### config.mk
export PLATFORM = sky130hd
export DESIGN_NAME = trvs_ring_seq_flat
export DESIGN_NICKNAME = d
export VERILOG_FILES = /design/src/design/trvs_pkg.sv /design/src/design/trvs_ifs.sv /design/src/design/trvs_ring_seq.sv /design/src/flat_wrapper.sv
export SDC_FILE = /design/constraint.sdc
export NUM_CORES = 1
export LEC_CHECK = 0
export BUFFER_PORTS_ARGS = -buffer_cell sky130_fd_sc_hd__clkbuf_2
export CAP_MARGIN = 5
export CELL_PAD_IN_SITES_DETAIL_PLACEMENT = 1
export CELL_PAD_IN_SITES_GLOBAL_PLACEMENT = 1
export CORE_AREA = 8 8 213 215
export CTS_CLUSTER_DIAMETER = 30
export CTS_CLUSTER_SIZE = 30
export DETAILED_ROUTE_END_ITERATION = 12
export DIE_AREA = 0 0 221 223
export GPL_ROUTABILITY_DRIVEN = 0
export GPL_TIMING_DRIVEN = 0
export PLACE_DENSITY_LB_ADDON = 0.1
export SYNTH_ARGS = -nofsm -noshare
export SYNTH_HDL_FRONTEND = slang
export SYNTH_SLANG_ARGS = --single-unit
### constraint.sdc
create_clock -name clk -period 5.7 [get_ports clk]
set_input_delay 1.14 -clock clk [delete_from_list [all_inputs] [get_ports clk]]
set_output_delay 1.14 -clock clk [all_outputs]
set_load 0.03 [all_outputs]
### src/design/trvs_pkg.sv
`default_nettype none

package trvs_pkg;

	// Wide unsigned type for table construction at elaboration.
	typedef longint unsigned u64_t;

	// Field widths of the frame and vertex transactions.
	localparam int COORD_W     = 32;
	localparam int VEC_W       = 16;
	localparam int RADIUS_W    = 31;
	localparam int COLOR_W     = 32;
	localparam int RING_SLOT_W = 6;

	// Phase accumulator and configuration widths.
	localparam int PHASE_W    = 16;
	localparam int QUAD_LSB   = 14;
	localparam int STEP_W     = 15;
	localparam int DETAIL_W   = 7;
	localparam int CFG_ADDR_W = 8;
	localparam int CFG_DATA_W = 16;

	// Datapath widths: trig in Q1.14, radius times trig, vector products and the Q.44 sum.
	localparam int TRIG_W     = 16;
	localparam int ROM_W      = 15;
	localparam int RTRIG_W    = 46;
	localparam int PROD_W     = 62;
	localparam int SUM_W      = 63;
	localparam int POS_SHIFT  = 28;
	localparam int QUOT_W     = SUM_W - POS_SHIFT;
	localparam int CENTER_EXT = SUM_W - COORD_W - POS_SHIFT;

	// Configuration register indexes.
	localparam logic [CFG_ADDR_W-1:0] REG_RING_DETAIL = CFG_ADDR_W'(0);
	localparam logic [CFG_ADDR_W-1:0] REG_PHASE_STEP  = CFG_ADDR_W'(1);

	// Reset values and limits of the configuration registers.
	localparam logic [DETAIL_W-1:0] RING_DETAIL_RESET = DETAIL_W'(16);
	localparam logic [DETAIL_W-1:0] RING_DETAIL_MIN   = DETAIL_W'(3);
	localparam logic [STEP_W-1:0]   PHASE_STEP_RESET  = STEP_W'(4096);

	// Phase constants: a quarter turn and half of one table step in the index product.
	localparam logic [PHASE_W-1:0] QUARTER_TURN = PHASE_W'(16384);
	localparam int                 INDEX_HALF   = 8192;

	// Rounding offset for the Q.44 to Q16.16 conversion.
	localparam logic signed [SUM_W-1:0] ROUND_HALF = SUM_W'(64'd134217728);

	// Fixed-point constants for the sine table series.
	localparam u64_t Q30_ONE    = 64'd1073741824;
	localparam u64_t PIHALF_Q30 = 64'd1686629713;

	// One path frame as held by the ring sequencer.
	typedef struct packed {
		logic signed [COORD_W-1:0] center_x;
		logic signed [COORD_W-1:0] center_y;
		logic signed [COORD_W-1:0] center_z;
		logic signed [VEC_W-1:0]   normal_x;
		logic signed [VEC_W-1:0]   normal_y;
		logic signed [VEC_W-1:0]   normal_z;
		logic signed [VEC_W-1:0]   binormal_x;
		logic signed [VEC_W-1:0]   binormal_y;
		logic signed [VEC_W-1:0]   binormal_z;
		logic [RADIUS_W-1:0]       radius;
		logic [COLOR_W-1:0]        color;
	} frame_t;

	// One issued vertex: its frame, its slot and the end-of-ring mark.
	typedef struct packed {
		frame_t                 frame;
		logic [RING_SLOT_W-1:0] slot;
		logic                   last;
	} issue_t;

	// Sine table entry for an angle in Q2.30 radians: Taylor series in Horner form,
	// rounded to Q1.14 and capped at one.
	function automatic logic [ROM_W-1:0] sine_entry(input u64_t ang);
		u64_t x2;
		u64_t t;
		u64_t s;
		u64_t q;
		x2 = (ang * ang) >> 30;
		t = Q30_ONE - x2 / 110;
		t = Q30_ONE - ((x2 * t) >> 30) / 72;
		t = Q30_ONE - ((x2 * t) >> 30) / 42;
		t = Q30_ONE - ((x2 * t) >> 30) / 20;
		t = Q30_ONE - ((x2 * t) >> 30) / 6;
		s = (ang * t) >> 30;
		q = (s + 64'd32768) >> 16;
		if (q > 64'd16384) begin
			q = 64'd16384;
		end
		return q[ROM_W-1:0];
	endfunction

endpackage

`default_nettype wire

### src/design/trvs_ifs.sv
`default_nettype none

// Frame channel: one path frame per transaction.
interface trvs_frame_if;
	logic                                   valid;
	logic                                   ready;
	logic signed [trvs_pkg::COORD_W-1:0]    center_x;
	logic signed [trvs_pkg::COORD_W-1:0]    center_y;
	logic signed [trvs_pkg::COORD_W-1:0]    center_z;
	logic signed [trvs_pkg::VEC_W-1:0]      normal_x;
	logic signed [trvs_pkg::VEC_W-1:0]      normal_y;
	logic signed [trvs_pkg::VEC_W-1:0]      normal_z;
	logic signed [trvs_pkg::VEC_W-1:0]      binormal_x;
	logic signed [trvs_pkg::VEC_W-1:0]      binormal_y;
	logic signed [trvs_pkg::VEC_W-1:0]      binormal_z;
	logic [trvs_pkg::RADIUS_W-1:0]          radius;
	logic [trvs_pkg::COLOR_W-1:0]           color_in;

	modport source (
		output valid, center_x, center_y, center_z, normal_x, normal_y, normal_z,
		       binormal_x, binormal_y, binormal_z, radius, color_in,
		input  ready
	);
	modport sink (
		input  valid, center_x, center_y, center_z, normal_x, normal_y, normal_z,
		       binormal_x, binormal_y, binormal_z, radius, color_in,
		output ready
	);
endinterface


`default_nettype wire

### src/design/trvs_ring_seq.sv
`default_nettype none

module trvs_ring_seq #(
	parameter int CNT_W = 6
) (
	input  wire logic                               clk,
	input  wire logic                               arst_n,
	trvs_frame_if.sink                              frame,
	input  wire logic [CNT_W-1:0]                   ring_last,
	input  wire logic [trvs_pkg::STEP_W-1:0]        phase_step,
	input  wire logic                               adv,
	output logic                                    v_s1,
	output trvs_pkg::issue_t                        issue_s1,
	output logic [trvs_pkg::PHASE_W-1:0]            phase_s1
);

	logic                              busy_q;
	logic [CNT_W-1:0]                  slot_q;
	logic [CNT_W-1:0]                  last_q;
	logic [trvs_pkg::PHASE_W-1:0]      phase_q;
	trvs_pkg::frame_t                  frame_q;
	logic                              at_last;
	logic                              accept;

	// A new frame is taken when idle or in the cycle its predecessor issues its last vertex.
	assign at_last     = (slot_q == last_q);
	assign frame.ready = !busy_q || (adv && at_last);
	assign accept      = frame.valid && frame.ready;

	// Ring control: slot counter and phase accumulator.
	always_ff @(posedge clk or negedge arst_n) begin
		if (!arst_n) begin
			busy_q  <= 1'b0;
			slot_q  <= '0;
			last_q  <= '0;
			phase_q <= '0;
		end else begin
			if (busy_q && adv) begin
				slot_q  <= slot_q + 1'b1;
				phase_q <= phase_q + {1'b0, phase_step};
				if (at_last) begin
					busy_q <= 1'b0;
				end
			end
			if (accept) begin
				busy_q  <= 1'b1;
				slot_q  <= '0;
				phase_q <= '0;
				last_q  <= ring_last;
			end
		end
	end

	// Frame holding register.
	always_ff @(posedge clk) begin
		if (accept) begin
			frame_q <= '{
				center_x:   frame.center_x,
				center_y:   frame.center_y,
				center_z:   frame.center_z,
				normal_x:   frame.normal_x,
				normal_y:   frame.normal_y,
				normal_z:   frame.normal_z,
				binormal_x: frame.binormal_x,
				binormal_y: frame.binormal_y,
				binormal_z: frame.binormal_z,
				radius:     frame.radius,
				color:      frame.color_in
			};
		end
	end

	// Issue stage: one vertex per advancing cycle while a frame is held.
	always_ff @(posedge clk or negedge arst_n) begin
		if (!arst_n) begin
			v_s1 <= 1'b0;
		end else if (adv) begin
			v_s1 <= busy_q;
		end
	end

	always_ff @(posedge clk) begin
		if (adv) begin
			issue_s1 <= '{frame: frame_q, slot: trvs_pkg::RING_SLOT_W'(slot_q), last: at_last};
			phase_s1 <= phase_q;
		end
	end

`ifndef NO_ASSERTIONS
	a_slot_bound: assert property (@(posedge clk) disable iff (!arst_n)
		busy_q |-> slot_q <= last_q)
		else $error("ring slot counter passed the last slot");

	a_ring_start: assert property (@(posedge clk) disable iff (!arst_n)
		accept |=> busy_q && slot_q == '0 && phase_q == '0)
		else $error("accepted frame did not start a fresh ring");
`endif

endmodule

`default_nettype wire

### src/flat_wrapper.sv
// flat-port wrapper written by rule: the top's interface ports become plain ports
module trvs_ring_seq_flat 
#(
	parameter int CNT_W = 6
)
  (clk, arst_n, ring_last, phase_step, adv, v_s1, issue_s1, phase_s1, frame_valid, frame_center_x, frame_center_y, frame_center_z, frame_normal_x, frame_normal_y, frame_normal_z, frame_binormal_x, frame_binormal_y, frame_binormal_z, frame_radius, frame_color_in, frame_ready);
  trvs_frame_if frame_i ();
  input  wire logic clk;
  input  wire logic arst_n;
  input  wire logic [CNT_W-1:0] ring_last;
  input  wire logic [trvs_pkg::STEP_W-1:0] phase_step;
  input  wire logic adv;
  output logic v_s1;
  output trvs_pkg::issue_t issue_s1;
  output logic [trvs_pkg::PHASE_W-1:0] phase_s1;
  input wire logic [$bits(frame_i.valid)-1:0] frame_valid;
  input wire logic [$bits(frame_i.center_x)-1:0] frame_center_x;
  input wire logic [$bits(frame_i.center_y)-1:0] frame_center_y;
  input wire logic [$bits(frame_i.center_z)-1:0] frame_center_z;
  input wire logic [$bits(frame_i.normal_x)-1:0] frame_normal_x;
  input wire logic [$bits(frame_i.normal_y)-1:0] frame_normal_y;
  input wire logic [$bits(frame_i.normal_z)-1:0] frame_normal_z;
  input wire logic [$bits(frame_i.binormal_x)-1:0] frame_binormal_x;
  input wire logic [$bits(frame_i.binormal_y)-1:0] frame_binormal_y;
  input wire logic [$bits(frame_i.binormal_z)-1:0] frame_binormal_z;
  input wire logic [$bits(frame_i.radius)-1:0] frame_radius;
  input wire logic [$bits(frame_i.color_in)-1:0] frame_color_in;
  output wire logic [$bits(frame_i.ready)-1:0] frame_ready;
  assign frame_i.valid = frame_valid;
  assign frame_i.center_x = frame_center_x;
  assign frame_i.center_y = frame_center_y;
  assign frame_i.center_z = frame_center_z;
  assign frame_i.normal_x = frame_normal_x;
  assign frame_i.normal_y = frame_normal_y;
  assign frame_i.normal_z = frame_normal_z;
  assign frame_i.binormal_x = frame_binormal_x;
  assign frame_i.binormal_y = frame_binormal_y;
  assign frame_i.binormal_z = frame_binormal_z;
  assign frame_i.radius = frame_radius;
  assign frame_i.color_in = frame_color_in;
  assign frame_ready = frame_i.ready;
  trvs_ring_seq #(.CNT_W(CNT_W)) u_core (.clk(clk), .arst_n(arst_n), .frame(frame_i), .ring_last(ring_last), .phase_step(phase_step), .adv(adv), .v_s1(v_s1), .issue_s1(issue_s1), .phase_s1(phase_s1));
endmodule
==> After elaboration in Yosys (flattened, before gate mapping) <==
Index checks and enable logic that the tools add are counted.
{ "op_classes": {"add_sub_neg": 2, "eq_ne": 1, "muxes": 7, "n_reduce_logical": 8} }
{ "ops": {"columns": ["op", "count"], "rows": [
  ["16-bit two-way mux", 2],
  ["16-bit by 15-bit adder with 16-bit output", 1],
  ["6-bit two-way mux", 2],
  ["6-bit by 1-bit adder with 6-bit output (second input constant)", 1],
  ["6-bit == test", 1],
  ["2-bit nonzero test", 2],
  ["1-bit logical AND", 3],
  ["1-bit two-way mux", 3],
  ["2-bit AND reduction", 1],
  ["1-bit zero test", 1],
  ["1-bit logical OR", 1]
]} }
{ "totals": {"register_bits": 563, "inputBits": 280, "out_inout_bits": 280} }

==> Depth between registers and ports, before layout <==
{ "logic_depth": {"word_depth": 6, "mapped_depth": 9, "mapped_depth_nobuf": 9} }

==> Worst setup path before layout <==
No wires, ideal clock.
{ "synth_timing": {"kind": "input to register", "from": "input frame_valid", "to": "register u_core.slot_q[1]", "setup_time_ns": 0.197, "arrival_ns": 2.954, "setup_slack_ns": 2.550, "cell_stages": 4, "path_cell_list": "inv_1 -> nor2_4 -> buf_6 -> o21ai_0"} }
{ "synth_via": {"elab_chain_cells": 2} }
{ "synth_lines": {"columns": ["item", "line_no", "text"], "rows": [
  ["start, declared", "flat_wrapper.sv:16", "input wire logic [$bits(frame_i.valid)-1:0] frame_valid;"],
  ["1-bit logical AND *", "trvs_ring_seq.sv:28", "assign accept = frame.valid && frame.ready;"],
  ["via u_core.accept", "trvs_ring_seq.sv:23", "logic accept;"],
  ["6-bit two-way mux or 2-bit nonzero test (tied branches)", null, null],
  ["end signal, assigned", "trvs_ring_seq.sv:39", "slot_q <= slot_q + 1'b1;"],
  ["end, declared", "trvs_ring_seq.sv:18", "logic [CNT_W-1:0] slot_q;"]
]} }
The timed path passes the listed nets; every way through them passes the cells marked *.
A chain may end at the register's enable or synchronous reset.

==> Final worst setup path <==
{ "layout_timing": {"from": "input adv", "to": "output frame_ready"} }
{ "layout_via": {"elab_chain_cells": 2} }
{ "layout_lines": {"columns": ["item", "line_no", "text"], "rows": [
  ["start, declared", "flat_wrapper.sv:12", "input wire logic adv;"],
  ["1-bit logical AND", "trvs_ring_seq.sv:27", "assign frame.ready = !busy_q || (adv && at_last);"],
  ["1-bit logical OR", "trvs_ring_seq.sv:27", null],
  ["end, declared", "flat_wrapper.sv:28", "output wire logic [$bits(frame_i.ready)-1:0] frame_ready;"]
]} }
Every way passes these cells.

==> qor.txt <==
Tcrit/Tclk final: 68.02%
Synthesized flop and latch total: 563
I/O Pins: 560
Die Width: 221 µm
Vias: 9690
Post_cts resized: 0
Fin crit period: 3.877 ns
Height of the die: 223 µm
Cell Pwr Density: 516.8 mW/mm²
Placed insts: 1839
Die area: 0.04928 mm²
Initial Util: 42.49%
Placed Area: 0.02158 mm²
Gr ovfl total: 0
Ys flop type: edfxtp_1
Worst path required time: 4.56 ns
Async S/R FF share, synth: 5.329%
Drt pass-1 iters: 5
Crit start category: primary input
Setup ws final: 1.823 ns
Max-slew headroom: 42.57%
Switch Pwr: 3178 µW
Int Pwr: 9984 µW
Clock transition at path regs: 0.05 ns
WL/cell: 24.84 µm
Fill count: 3832
Worst setup EP type: output pin
DRC viols: 0
Root buffer cell: clkbuf_16
Commonest non-fill, non-tap cells in the layout: clkbuf_2 (558), edfxtp_1 (533), clkbuf_16 (114)
Fmax: 257.9 MHz
Clock share of power: 49.8%
H-Tree Depth: 3
R2R setup slack: 2.86 ns
Arrival time worst endpoint: 2.74 ns
Synth cell types: 47
Comb power frac: 10.7%
Area grow syn2layout: 41.65%
Layout cells sized above 1: 50.23%
Outcome: completed
First-pass GRT wire length: 72370 µm
CP max stage delay: 0.53 ns
Max-slew violation count: 0
Cell family with most CP delay: buffers and inverters
Seq/Total Area, Yosys: 93.19%
Core Area: 0.04232 mm²
Post-Synthesis Cells: 730
WL final: 51190 µm
Slew @ Worst Pin: 0.8614 ns
Static Leak: 0.01015 µW
Flop pwr share: 39.5%
Unrepaired setup endpoints after global routing: no
Dpl hpwl: 36310 µm
CP bufs+invs: 4
Max FO, Critical Path: 96
Post-CTS Setup Bufs: 0
Synth top area cells: edfxtp_1 (89%), dfrtp_1 (4.2%), ha_1 (1.1%), xnor2_1 (0.58%), xor2_1 (0.49%)
Total global-route track usage: 20.28%
Net Sw Frac: 24.15%
Max-capacitance violation count: 0
Initial antenna violation count: 17
Worst clock skew: 0.03685 ns
Avg Synthesized Cell Area: 24.63 µm²
Number of global-route vias before repair: 10580
Mapped Area: 0.01798 mm²
Clk sinks: 563
Top-area cell type share of the netlist area: 89.01%
Final hold vios: 0
Pre-CTS setup slack: 1.507 ns
Layout net count: 1705
CTS Hold Buffers Added: 0
HP Class: flip-flop to flip-flop
Via density: 4.702
Clk buf depth: 3
Setup violators final: 0
Num CTS Buffers: 113
Hold_ws: 0.3969 ns
Area leader, netlist: edfxtp_1
Rows: 76
PortBufs: 559
CTS tree: built
Fin cells: 2061
Post-route ant nets: 0
Worst path cell trace: clkbuf_8, buf_16, a21boi_2, inv_1, clkbuf_2
Mapped Nets: 1027
Peak supply drop: 0.3762 mV
Largest net degree at the start of global routing: 122
Most common cell after layout, fill and taps aside: clkbuf_2
Final instance area: 0.02547 mm²
DR iter-0 viols: 774
Worst-skew pair later-pin latency: 0.63 ns
Post-synth EDFFs: 533
Critical path class: primary input to output pin
Synth warn: 0
CP max stage cell: clkbuf_8
registers in the layout, indices dropped and copies added (netlist names):
register and flops:
u_core.busy_q 1, u_core.frame_q 255, u_core.issue_s1 262, u_core.last_q 6, u_core.phase_q 16, u_core.phase_s1 16
u_core.slot_q 6, u_core.v_s1 1
through the flow:
| step | util [%] | power (µW) | setup TNS [ns] |
|---|---|---|---|
| after global placement | 50.72 | 6639 | -1435.73 |
| final | 60.19 | 13160 | 0 |
| after global routing | 60.19 | 13630 | 0 |
| after floorplan | - | 6120 | 0 |
| after CTS | 60.12 | 13330 | 0 |
| after detailed placement | 51.01 | 6671 | 0 |
power by group through the flow:
| stage | Clock (µW) | Sequential [µW] | Combinational, µW |
|---|---|---|---|
| after floorplan | 0 | 5530 | 589 |
| after global routing | 6870 | 5240 | 1530 |
| after global placement | 0 | 5280 | 1360 |
| after CTS | 6700 | 5200 | 1430 |
| final | 6560 | 5200 | 1410 |
| after detailed placement | 0 | 5260 | 1410 |
path summary, 6_finish.rpt:
| kind | startpoint | end | cells after the start |
|---|---|---|---|
| worst max-delay path | adv | frame_ready | 5 |
| worst min-delay path | u_core.frame_q[217] | u_core.issue_s1[224] | 0 |
| worst max register to register | u_core.slot_q[0] | u_core.frame_q[231] | 7 |
| worst min register to register | u_core.frame_q[217] | u_core.issue_s1[224] | 0 |
| max in group asynchronous | arst_n | u_core.slot_q[3] | 1 |
| min in group asynchronous | arst_n | u_core.phase_q[0] | 1 |
cells by family after synthesis:
kind of cell               after synthesis  synth area share, %
xor gates and xnor gates                22                1.072
AOI/OAI and AO/OA                       59                2.401
and+or+nand+nor                         47                1.308
DFF                                    563                93.19
adders and majority gates               17                1.225
buffers and inverters                   15               0.3688
muxes                                    7               0.4384
cell usage after synthesis (2+ instances only):
master and n:
o21ai_0 8, xnor2_1 12, xor2_1 10, clkbuf_1 2
or2_2 2, buf_2 2, nand2_1 18, edfxtp_1 533
nand4_1 5, nand2b_1 2, a31oi_1 2, nor2_1 9
a21oi_1 12, nand3_1 4, o21a_1 2, mux2_2 7
o31ai_1 6, a22o_1 9, ha_1 16, inv_1 10
o21bai_1 4, dfrtp_1 30
per-layer routing:
layer | global-route usage [%] | routed length, µm | up-vias
met5 | 0 | 69 | -
met4 | 10.35 | 1469 | 10
met3 | 7.315 | 3758 | 92
met2 | 36.21 | 27900 | 388
met1 | 20.81 | 17990 | 4847
li1 | - | - | 4353
cell type report:
class                   count  area [µm²]  share of cell area (%)
flip-flops and latches    563       16760                   65.79
clock buffers             132        2920                   11.47
inverters                  10       37.54                  0.1474
well taps                 546       683.2                   2.682
repair buffers            563        2917                   11.45
plain buffers               5       32.53                  0.1277
multi-input cells         152        1159                   4.549
diodes                     12       30.03                  0.1179
clock inverters            78       934.6                   3.670
Power figures use the tool's default switching activity.
